==> config.mk <==
export PLATFORM = sky130hd
export DESIGN_NAME = multi_checksum_byte_stream_top
export DESIGN_NICKNAME = d
export VERILOG_FILES = /design/src/design/mcs_pkg.sv /design/src/design/multi_checksum_byte_stream_top.sv /design/src/design/mcs_input_stage.sv /design/src/design/mcs_checksum_core.sv /design/src/design/mcs_output_stage.sv
export SDC_FILE = /design/constraint.sdc
export NUM_CORES = 1
export LEC_CHECK = 0
export BUFFER_PORTS_ARGS = -buffer_cell sky130_fd_sc_hd__buf_2
export CAP_MARGIN = 20
export CORE_MARGIN = 2
export CORE_UTILIZATION = 54
export CTS_CLUSTER_DIAMETER = 40
export DETAILED_ROUTE_END_ITERATION = 10
export PLACE_DENSITY = 0.77
export SLEW_MARGIN = 20
export SYNTH_ARGS = -nofsm -noshare
export SYNTH_HDL_FRONTEND = slang
export SYNTH_SLANG_ARGS = --single-unit
==> constraint.sdc <==
create_clock -name clock -period 7.1 [get_ports clock]
set_clock_uncertainty 0.2 [all_clocks]
set_input_delay 1.065 -clock clock [delete_from_list [all_inputs] [get_ports clock]]
set_output_delay 1.065 -clock clock [all_outputs]
set_load 0.005 [all_outputs]
==> src/design/mcs_pkg.sv <==
// Shared types, constants and update functions of the multi-checksum byte stream.
// Used by every module of the block; depends on nothing.
package mcs_pkg;

   localparam logic [16:0] AdlerMod   = 17'd65521;
   localparam logic [8:0]  Fletch255  = 9'd255;
   localparam logic [15:0] CrcPoly    = 16'h1021;
   localparam logic [15:0] CrcInit    = 16'hFFFF;
   localparam logic [15:0] AdlerLowInit = 16'd1;
   localparam logic [15:0] CountMax   = 16'hFFFF;
   localparam int          RspDataWidth = 136;

   typedef struct packed {
      logic       last_byte;
      logic [7:0] data_byte;
   } mcs_item_type;

   typedef struct packed {
      logic [15:0] block_length;
      logic [15:0] wrap_sum;
      logic [7:0]  xor_byte;
      logic [15:0] fletcher_seeded;
      logic [15:0] fletcher_mod256;
      logic [15:0] fletcher_mod255;
      logic [15:0] crc_value;
      logic [31:0] adler_sum;
   } mcs_result_type;

   function automatic logic [15:0] adler_add(input logic [15:0] x, input logic [15:0] y);
      logic [16:0] s;
      s = {1'b0, x} + {1'b0, y};
      if (s >= AdlerMod) begin
         s = s - AdlerMod;
      end
      return s[15:0];
   endfunction

   function automatic logic [7:0] add_mod255(input logic [7:0] x, input logic [7:0] y);
      logic [8:0] s;
      s = {1'b0, x} + {1'b0, y};
      if (s >= Fletch255) begin
         s = s - Fletch255;
      end
      return s[7:0];
   endfunction

   function automatic logic [15:0] crc_byte(input logic [15:0] crc, input logic [7:0] b);
      logic [15:0] c;
      c = crc ^ {b, 8'h00};
      for (int i = 0; i < 8; i++) begin
         if (c[15]) begin
            c = {c[14:0], 1'b0} ^ CrcPoly;
         end else begin
            c = {c[14:0], 1'b0};
         end
      end
      return c;
   endfunction

endpackage

==> src/design/multi_checksum_byte_stream_top.sv <==
// Multi-checksum byte stream: Adler-32, CRC-16, three Fletcher-16 forms, XOR, sum, length.
// The last word of a block waits in the input register; then its result is registered.
// Throughput: one word per cycle unless stalled; the input register and update set it.
// A waiting result stalls input only when the next last word reaches the update stage.
// Synchronous active-high reset empties both registers and restores every start value.
// Depends on mcs_pkg, mcs_input_stage, mcs_checksum_core and mcs_output_stage.
module multi_checksum_byte_stream_top (
   input  logic                               clock,
   input  logic                               reset,
   input  logic                               req_tvalid,
   output logic                               req_tready,
   input  logic [7:0]                         req_tdata,  // data_byte
   input  logic                               req_tlast,  // last_byte
   output logic                               rsp_tvalid,
   input  logic                               rsp_tready,
   // Fields from bit 0 up: adler_sum, crc_value, fletcher_mod255, fletcher_mod256,
   // fletcher_seeded, xor_byte, wrap_sum, block_length.
   output logic [mcs_pkg::RspDataWidth-1:0]   rsp_tdata
);
   import mcs_pkg::*;

   mcs_item_type   in_item;
   mcs_item_type   held_item;
   mcs_result_type core_result;
   mcs_result_type out_result;
   logic           held_valid;
   logic           advance;
   logic           step;
   logic           accept;

   assign in_item.data_byte = req_tdata;
   assign in_item.last_byte = req_tlast;

   assign advance    = !(held_item.last_byte && rsp_tvalid && !rsp_tready);
   assign step       = held_valid && advance;
   assign req_tready = !held_valid || advance;
   assign accept     = req_tvalid && req_tready;

   mcs_input_stage u_input (
      .clock      (clock),
      .reset      (reset),
      .load       (accept),
      .advance    (step),
      .item       (in_item),
      .held_valid (held_valid),
      .held_item  (held_item)
   );

   mcs_checksum_core u_core (
      .clock  (clock),
      .reset  (reset),
      .step   (step),
      .item   (held_item),
      .result (core_result)
   );

   mcs_output_stage u_output (
      .clock      (clock),
      .reset      (reset),
      .load       (step && held_item.last_byte),
      .result     (core_result),
      .out_ready  (rsp_tready),
      .out_valid  (rsp_tvalid),
      .out_result (out_result)
   );

   assign rsp_tdata = out_result;

endmodule

==> src/design/mcs_input_stage.sv <==
// Input register of the multi-checksum byte stream: holds one accepted word.
// Depends on mcs_pkg.
module mcs_input_stage (
   input  logic                  clock,
   input  logic                  reset,
   input  logic                  load,
   input  logic                  advance,
   input  mcs_pkg::mcs_item_type item,
   output logic                  held_valid,
   output mcs_pkg::mcs_item_type held_item
);
   import mcs_pkg::*;

   logic         valid_ff;
   logic         valid_in;
   mcs_item_type item_ff;

   always_comb begin
      valid_in = valid_ff;
      if (load) begin
         valid_in = 1'b1;
      end else if (advance) begin
         valid_in = 1'b0;
      end
   end

   always_ff @(posedge clock) begin
      if (reset) begin
         valid_ff <= 1'b0;
      end else begin
         valid_ff <= valid_in;
      end
   end

   always_ff @(posedge clock) begin
      if (load) begin
         item_ff <= item;
      end
   end

   assign held_valid = valid_ff;
   assign held_item  = item_ff;

endmodule

==> src/design/mcs_checksum_core.sv <==
// Running checksum state and its one-word update for every checksum kind.
// Depends on mcs_pkg.
module mcs_checksum_core (
   input  logic                    clock,
   input  logic                    reset,
   input  logic                    step,
   input  mcs_pkg::mcs_item_type   item,
   output mcs_pkg::mcs_result_type result
);
   import mcs_pkg::*;

   logic [15:0] adler_low_ff, adler_low_in;
   logic [15:0] adler_high_ff, adler_high_in;
   logic [15:0] crc_ff, crc_in;
   logic [7:0]  m255_first_ff, m255_first_in;
   logic [7:0]  m255_second_ff, m255_second_in;
   logic [7:0]  m256_first_ff, m256_first_in;
   logic [7:0]  m256_second_ff, m256_second_in;
   logic [7:0]  seed_first_ff, seed_first_in;
   logic [7:0]  seed_second_ff, seed_second_in;
   logic [7:0]  xor_ff, xor_in;
   logic [15:0] sum_ff, sum_in;
   logic [15:0] count_ff, count_in;
   logic        start_ff;
   logic [7:0]  b;
   logic [7:0]  seed_base;

   always_comb begin
      b              = item.data_byte;
      adler_low_in   = adler_add(adler_low_ff, {8'h00, b});
      adler_high_in  = adler_add(adler_high_ff, adler_low_in);
      crc_in         = crc_byte(crc_ff, b);
      m255_first_in  = add_mod255(m255_first_ff, b);
      m255_second_in = add_mod255(m255_second_ff, m255_first_in);
      m256_first_in  = m256_first_ff + b;
      m256_second_in = m256_second_ff + m256_first_in;
      seed_base      = start_ff ? b : seed_first_ff;
      seed_first_in  = seed_base + b;
      seed_second_in = seed_second_ff + seed_first_in;
      xor_in         = xor_ff ^ b;
      sum_in         = sum_ff + {8'h00, b};
      count_in       = (count_ff == CountMax) ? count_ff : count_ff + 16'd1;
   end

   always_comb begin
      result.adler_sum       = {adler_high_in, adler_low_in};
      result.crc_value       = crc_in;
      result.fletcher_mod255 = {m255_second_in, m255_first_in};
      result.fletcher_mod256 = {m256_second_in, m256_first_in};
      result.fletcher_seeded = {seed_second_in, seed_first_in};
      result.xor_byte        = xor_in;
      result.wrap_sum        = sum_in;
      result.block_length    = count_in;
   end

   always_ff @(posedge clock) begin
      if (reset || (step && item.last_byte)) begin
         adler_low_ff   <= AdlerLowInit;
         adler_high_ff  <= '0;
         crc_ff         <= CrcInit;
         m255_first_ff  <= '0;
         m255_second_ff <= '0;
         m256_first_ff  <= '0;
         m256_second_ff <= '0;
         seed_first_ff  <= '0;
         seed_second_ff <= '0;
         xor_ff         <= '0;
         sum_ff         <= '0;
         count_ff       <= '0;
         start_ff       <= 1'b1;
      end else if (step) begin
         adler_low_ff   <= adler_low_in;
         adler_high_ff  <= adler_high_in;
         crc_ff         <= crc_in;
         m255_first_ff  <= m255_first_in;
         m255_second_ff <= m255_second_in;
         m256_first_ff  <= m256_first_in;
         m256_second_ff <= m256_second_in;
         seed_first_ff  <= seed_first_in;
         seed_second_ff <= seed_second_in;
         xor_ff         <= xor_in;
         sum_ff         <= sum_in;
         count_ff       <= count_in;
         start_ff       <= 1'b0;
      end
   end

endmodule

==> src/design/mcs_output_stage.sv <==
// Result register of the multi-checksum byte stream with its valid flag.
// Depends on mcs_pkg.
module mcs_output_stage (
   input  logic                    clock,
   input  logic                    reset,
   input  logic                    load,
   input  mcs_pkg::mcs_result_type result,
   input  logic                    out_ready,
   output logic                    out_valid,
   output mcs_pkg::mcs_result_type out_result
);
   import mcs_pkg::*;

   logic           valid_ff;
   logic           valid_in;
   mcs_result_type result_ff;

   always_comb begin
      valid_in = valid_ff;
      if (load) begin
         valid_in = 1'b1;
      end else if (out_ready) begin
         valid_in = 1'b0;
      end
   end

   always_ff @(posedge clock) begin
      if (reset) begin
         valid_ff <= 1'b0;
      end else begin
         valid_ff <= valid_in;
      end
   end

   always_ff @(posedge clock) begin
      if (load) begin
         result_ff <= result;
      end
   end

   assign out_valid  = valid_ff;
   assign out_result = result_ff;

endmodule

; Yosys cells after proc, flatten, opt, wreduce, memory -nomap -nowiden
; Index checks and enable logic that the tools add are counted.
[totals]
reg_bits = 284
in_bits = 13
out_inout_bits = 138
word_cells = 84
[classes]
addsub = 14
order_cmp = 4
n_eq_ne = 1
muxes = 18
n_bitwise = 10
reduce_logical = 12
[ops]
columns = op, n
row1 = 13-bit 2-to-1 mux, 8
row2 = 16-bit 2-to-1 mux, 3
row3 = 17-bit by 16-bit >= comparator with 1-bit output (second input constant), 2
row4 = 8-bit adder, 4
row5 = 16-bit subtractor (second input constant), 2
row6 = 8-bit 2-to-1 mux, 3
row7 = 3-bit inverter, 8
row8 = 8-bit by 8-bit adder with 9-bit output, 2
row9 = 9-bit by 8-bit >= comparator with 1-bit output (second input constant), 2
row10 = 16-bit by 16-bit adder with 17-bit output, 1
row11 = 16-bit by 8-bit adder with 17-bit output, 1
row12 = 16-bit by 1-bit adder with 16-bit output (second input constant), 1
row13 = 16-bit by 8-bit adder with 16-bit output, 1
row14 = 16-bit == test (second input constant), 1
row15 = 8-bit subtractor (second input constant), 2
row16 = 16-bit XOR, 1
row17 = 8-bit XOR, 1
row18 = 1-bit logical AND, 5
row19 = 1-bit 2-to-1 mux, 4
row20 = 2-bit nonzero test, 2
row21 = 1-bit zero test, 3
row22 = 1-bit logical OR, 2

; Logic depth before layout (Yosys ltp)
[logic_depth]
word_depth = 17
mapped_depth = 27
depth_no_buf = 25

; Hierarchy
; Synthesis repeated with hierarchy kept, for this count alone.
[hier_totals]
cells_unflattened = 1407
area_unflattened_um2 = 14599.0
[by_module_without_submodules]
columns = mod, n_inst, cells_per_inst, area_per_inst_um2, seq_area_each_um2
row1 = mcs_checksum_core, 1, 1248, 10131.0, 2742.6
row2 = mcs_output_stage, 1, 140, 4122.7, 4103.9
row3 = mcs_input_stage, 1, 13, 309.0, 290.3
row4 = multi_checksum_byte_stream_top, 1, 6, 36.3, 0.0

; Least setup slack after synthesis
; Ideal clock, no wire load.
[synth_path]
path_kind = register -> register
start = register u_input.item_ff, in the netlist u_input.held_item[1]
end = register u_core.adler_high_ff[13]
arrival_time_ns = 6.310
required_time_ns = 6.785
setup_slack_ns = 0.475
stages_incl_launch_ff = 26
period_less_slack_ns = 6.625
cell_sequence = edfxtp_1 -> ha_1 -> a211oi_2 -> o21ai_2 -> o311a_4 -> or3_4 -> nor4b_2 -> or3b_4 -> nor3_4 -> or2_4 -> xnor2_2 -> ha_1 -> inv_1 -> fa_1 -> nand3b_1 -> and2_1 -> buf_2 -> xor2_1 -> or3b_1 -> a31o_2 -> a2111oi_2 -> a21oi_1 -> buf_6 -> nand3b_1 -> xnor2_1 -> o21a_1
[synth_rtl]
columns = item, line_no
row1 = start: declaration, mcs_input_stage.sv:16  ; mcs_item_type item_ff;
row2 = start signal: assignment, mcs_input_stage.sv:37  ; item_ff <= item;
row3 = end signal: assignment, mcs_checksum_core.sv:73  ; adler_high_ff <= adler_high_in;
row4 = end: declaration, mcs_checksum_core.sv:13  ; logic [15:0] adler_high_ff, adler_high_in;

==> results by stage <==
Outcome:
- The run finished with clean final reports.

Critical path:
- The highest net fanout along the worst path is 13.
- The startpoint identified for the worst register-to-register timing path is u_input.held_item[1].
- The data arrival time of the worst path is 6.97 ns.
- The critical path launch point type is a register.
- The critical path starts at u_input.held_item[1].
- For the worst setup path, the data required time is 7.31 ns.
- STA classifies the critical path endpoint as a register.
- The critical path class is reg2reg.

Clock network:
- After clock tree synthesis, the clock-pin slew on the worst setup and hold paths is 0.06 ns.
- Clock latency on the worst-skew pair, taken at its later pin, is 0.52 ns.
- The clock root buffer is sky130_fd_sc_hd__clkbuf_16.
- The deepest clock path buffer count is 3.
- The quantity of hold-fixing buffers added after cts is 0.
- The TritonCTS buffer count is 41.
- The TritonCTS sink count is 284.
- TritonCTS built the clock tree.
- The count of H-tree levels built during CTS is 2.

Drt:
- The routed length per instance is 16.8 µm.
- The first detailed-routing pass ran for 5 iterations.
- The count of nets left with antenna violations once routing finished came out at 0.
- The detailed router placed 11300 vias in this run.
- The final wirelength is 33600 µm.
- The detail-routed via count per cell is 5.63.
- The first routing iteration left 870 violations.
- After detailed routing, the number of remaining DRC violations is 0.

Cells and area:
- The layout cell share with drive strength beyond 1 is 0.174.
- After routing the design area is 0.0173 mm².
- The area growth from synthesis to final layout is 17.6%.
- The final net count is 1739.
- Measured on the finished design, the core utilization comes to 0.645.
- The number of non-filler instances in the completed layout is 2008.

STA:
- The clock period minus worst slack is 6.76 ns.
- The final worst-path cycle share is 0.953.
- The number of failing setup endpoints in the final timing report is 0.
- The sum of negative setup slack is 0 ns.
- For the pin with the worst max-slew slack, the measured transition is 1.09 ns.
- The total count of max-transition violations in the final report is 0.
- The worst pin sits at a relative slew slack of 0.272.
- The hold violation count in the final report is 0.
- The maximum clock rate is 148 MHz.
- Setup repair after global routing left no endpoint under its margin.

Power:
- Across the VDD grid, the largest voltage drop is 164 µV.
- For this design the static power due to leakage is 0.00721 µW.
- Summing internal, switching and leakage power gives 4940 µW.
- The power per cell area is 284 mW/mm².

Yosys:
- Of all flip-flops after synthesis, the portion carrying an async set or reset was 0.
- The area of the mapped netlist is 0.0147 mm².
- When the netlist entered floorplanning its net count stood at 1583.
- The biggest area consumer among synthesized cells is sky130_fd_sc_hd__edfxtp_1.
- In this run the mean area of a mapped cell was 9.99 µm².
- For this run, the leading register cell type out of synthesis is sky130_fd_sc_hd__edfxtp_1.
- Synthesis produced a netlist whose cell count is 1476.
- Yosys mapped a number of flops with a built-in enable equal to 145.
- After synthesis the netlist holds a flip-flop and latch count of 284.
- The area share of the leading cell type in the synthesized netlist is 0.295.
- The yosys synthesis warning count is 0.
- Of the synthesized area, sequential elements account for 0.484.
- After synthesis, the cell types taking the most area are sky130_fd_sc_hd__edfxtp_1 (30%), sky130_fd_sc_hd__dfxtp_1 (19%), sky130_fd_sc_hd__ha_1 (7.2%), sky130_fd_sc_hd__xnor2_1 (5.5%), sky130_fd_sc_hd__nand2_1 (5.2%).
- The post-synthesis cell type count is 74.

Global routing:
- The total track usage is 0.233.
- The wire length of the first global-routing pass is 54300 µm.
- The via count of the first global-routing pass came to 10900.
- Entering global routing, the biggest net connects 85 pins.
- The overflow left after global routing is 0.
- The initial antenna violation count is 0.

Placement:
- The cell count after placement is 1927.
- The count of input and output buffers is 150.
- Once placement finished, the instance area stood at 0.0158 mm².
- The routability congestion estimate from global placement is 0.911.
- Summed over all nets, the half-perimeter wirelength after detailed placement is 22400 µm.

Min path:
- The path class of the tightest hold or removal check is reg2reg.
- The startpoint identified for the worst hold timing path is u_core.seed_first_ff[0].

Flow run:
- The tool flagged a number of max-cap violations equal to 0.

Floorplan:
- After floorplanning, the core was sized to cover 0.0269 mm².
- The floorplan die area is 0.0286 mm².
- The height of the chip is 169 µm.
- The floorplan row count is 60.
- For this design the top-level I/O count stands at 151.
- The die is 169 µm wide.
- For this configuration, the core starts out at a cell density of 0.549.
==> worst max-delay path, cell delays in order, from the launching register on <==
cell and delay [ns]:
sky130_fd_sc_hd__edfxtp_1 0.39, sky130_fd_sc_hd__ha_1 0.33, sky130_fd_sc_hd__a211oi_2 0.27, sky130_fd_sc_hd__o21ai_2 0.12, sky130_fd_sc_hd__o311a_4 0.36, sky130_fd_sc_hd__or3_4 0.43, sky130_fd_sc_hd__nor4b_4 0.33, sky130_fd_sc_hd__or3b_4 0.46
sky130_fd_sc_hd__nor3_4 0.24, sky130_fd_sc_hd__or2_4 0.17, sky130_fd_sc_hd__xnor2_2 0.14, sky130_fd_sc_hd__ha_1 0.23, sky130_fd_sc_hd__inv_1 0.06, sky130_fd_sc_hd__fa_1 0.39, sky130_fd_sc_hd__nand3b_1 0.22, sky130_fd_sc_hd__and2_1 0.23
sky130_fd_sc_hd__xor2_1 0.19, sky130_fd_sc_hd__or3b_1 0.40, sky130_fd_sc_hd__a31o_2 0.27, sky130_fd_sc_hd__a2111oi_4 0.42, sky130_fd_sc_hd__a21oi_4 0.19, sky130_fd_sc_hd__nand3b_1 0.23, sky130_fd_sc_hd__xnor2_1 0.16, sky130_fd_sc_hd__a31o_2 0.20
==> layout make-up <==
| type | instances | area, µm² |
|---|---|---|
| diodes | 2 | 5.00 |
| clock buffers | 47 | 1090 |
| clock inverters | 29 | 342 |
| fillers | 2100 | 9530 |
| inverters | 49 | 184 |
| multi-input cells | 1085 | 7240 |
| flip-flops and latches | 284 | 7140 |
| well taps | 341 | 427 |
| repair buffers | 171 | 921 |
==> synthesized netlist by cell type, drive strengths merged, types with 7 or more instances <==
master,number
a211oi,10
a21o,17
a21oi,122
and2,7
and3,11
buf,14
clkbuf,44
dfxtp,139
edfxtp,145
fa,9
ha,85
inv,49
mux2,11
nand2,204
nand2b,12
nand3,43
nand4,17
nor2,139
nor2b,12
nor3,25
o211a,10
o211ai,12
o21a,31
o21ai,45
o21bai,12
or3,9
xnor2,93
xor2,75
==> flip-flops by register name, indices dropped and copies added, names as in the netlist, 9 cells and up <==
register / cells
u_input.held_item: 9
u_core.sum_ff: 16
u_output.out_result: 136
u_core.count_ff: 16
u_core.adler_high_ff: 16
u_core.adler_low_ff: 16
u_core.crc_ff: 16
==> kinds of logic (layout without fill, tap and decap cells) <==
logic type	after synthesis	count (layout)	synth area share
AO/OA/AOI/OAI	295	295	0.129
XOR/XNOR	168	168	0.100
adder cells (fa/ha/maj)	94	94	0.0843
buffers and inverters	107	296	0.0305
flip-flops	284	284	0.484
multiplexers	17	17	0.0125
other	0	2	0
AND/OR/NAND/NOR	511	511	0.160
==> power breakdown <==
part	leakage (µW)	internal, µW	switching [µW]	total [µW]
combinational	0.00400	367	577	944
sequential	0.00251	1860	53.4	1920
clock	0.000695	1260	818	2080
total	0.00721	3490	1450	4940
==> worst paths after layout <==
check                           slack, ns                        to  cells after the start
worst max-delay path                 0.34  u_core.adler_high_ff[11]                     23
worst min-delay path                 0.25   u_core.seed_first_ff[0]                      2
worst max register to register       0.34  u_core.adler_high_ff[11]                     23
worst min register to register       0.25   u_core.seed_first_ff[0]                      2
==> repair_timing <==
action,4_1_cts,5_1_grt
hold endpoints to repair,0,0
setup endpoints to repair,6,29
setup buffers,0,2
pin swaps,0,2
gates resized for setup,1,7
==> per-layer routing <==
| metal | track usage | wire [µm] | vias to the layer above |
|---|---|---|---|
| met2 | 0.395 | 16000 | 345 |
| met5 | 0 | 0 | - |
| met4 | 0.0691 | 708 | 0 |
| li1 | - | - | 5513 |
| met3 | 0.0389 | 1930 | 64 |
| met1 | 0.308 | 15000 | 5392 |
==> stage by stage <==
stage | worst slack [ns] | hold WS [ns]
floorplan | 0.475 | 0.234
global placement | 0.175 | 0.240
detailed placement | -0.0175 | 0.247
CTS | 0.129 | 0.254
global route | 0.00248 | 0.274
finish | 0.337 | 0.255
==> layout by cell type, fill, tap and decap left out, drive strengths merged, types with 5 or more instances in the layout <==
master | Yosys | layout
nand3 | 43 | 43
nand3b | 6 | 6
nor2b | 12 | 12
o21ai | 45 | 45
o21a | 31 | 31
a211oi | 10 | 10
o211a | 10 | 10
and3 | 11 | 11
a31oi | 5 | 5
clkbuf | 44 | 47
edfxtp | 145 | 145
a31o | 5 | 5
ha | 85 | 85
nor3 | 25 | 25
nor4 | 5 | 5
nand2b | 12 | 12
nor2 | 139 | 139
or2 | 6 | 6
a211o | 5 | 5
o211ai | 12 | 12
fa | 9 | 9
o21bai | 12 | 12
xor2 | 75 | 75
clkinv | 0 | 13
mux2 | 11 | 11
nand4 | 17 | 17
a21o | 17 | 17
dfxtp | 139 | 139
or3 | 9 | 9
a21oi | 122 | 122
inv | 49 | 60
buf | 14 | 171
xnor2 | 93 | 93
mux2i | 6 | 6
nand2 | 204 | 204
and2 | 7 | 7
Power figures use the tool's default switching activity.
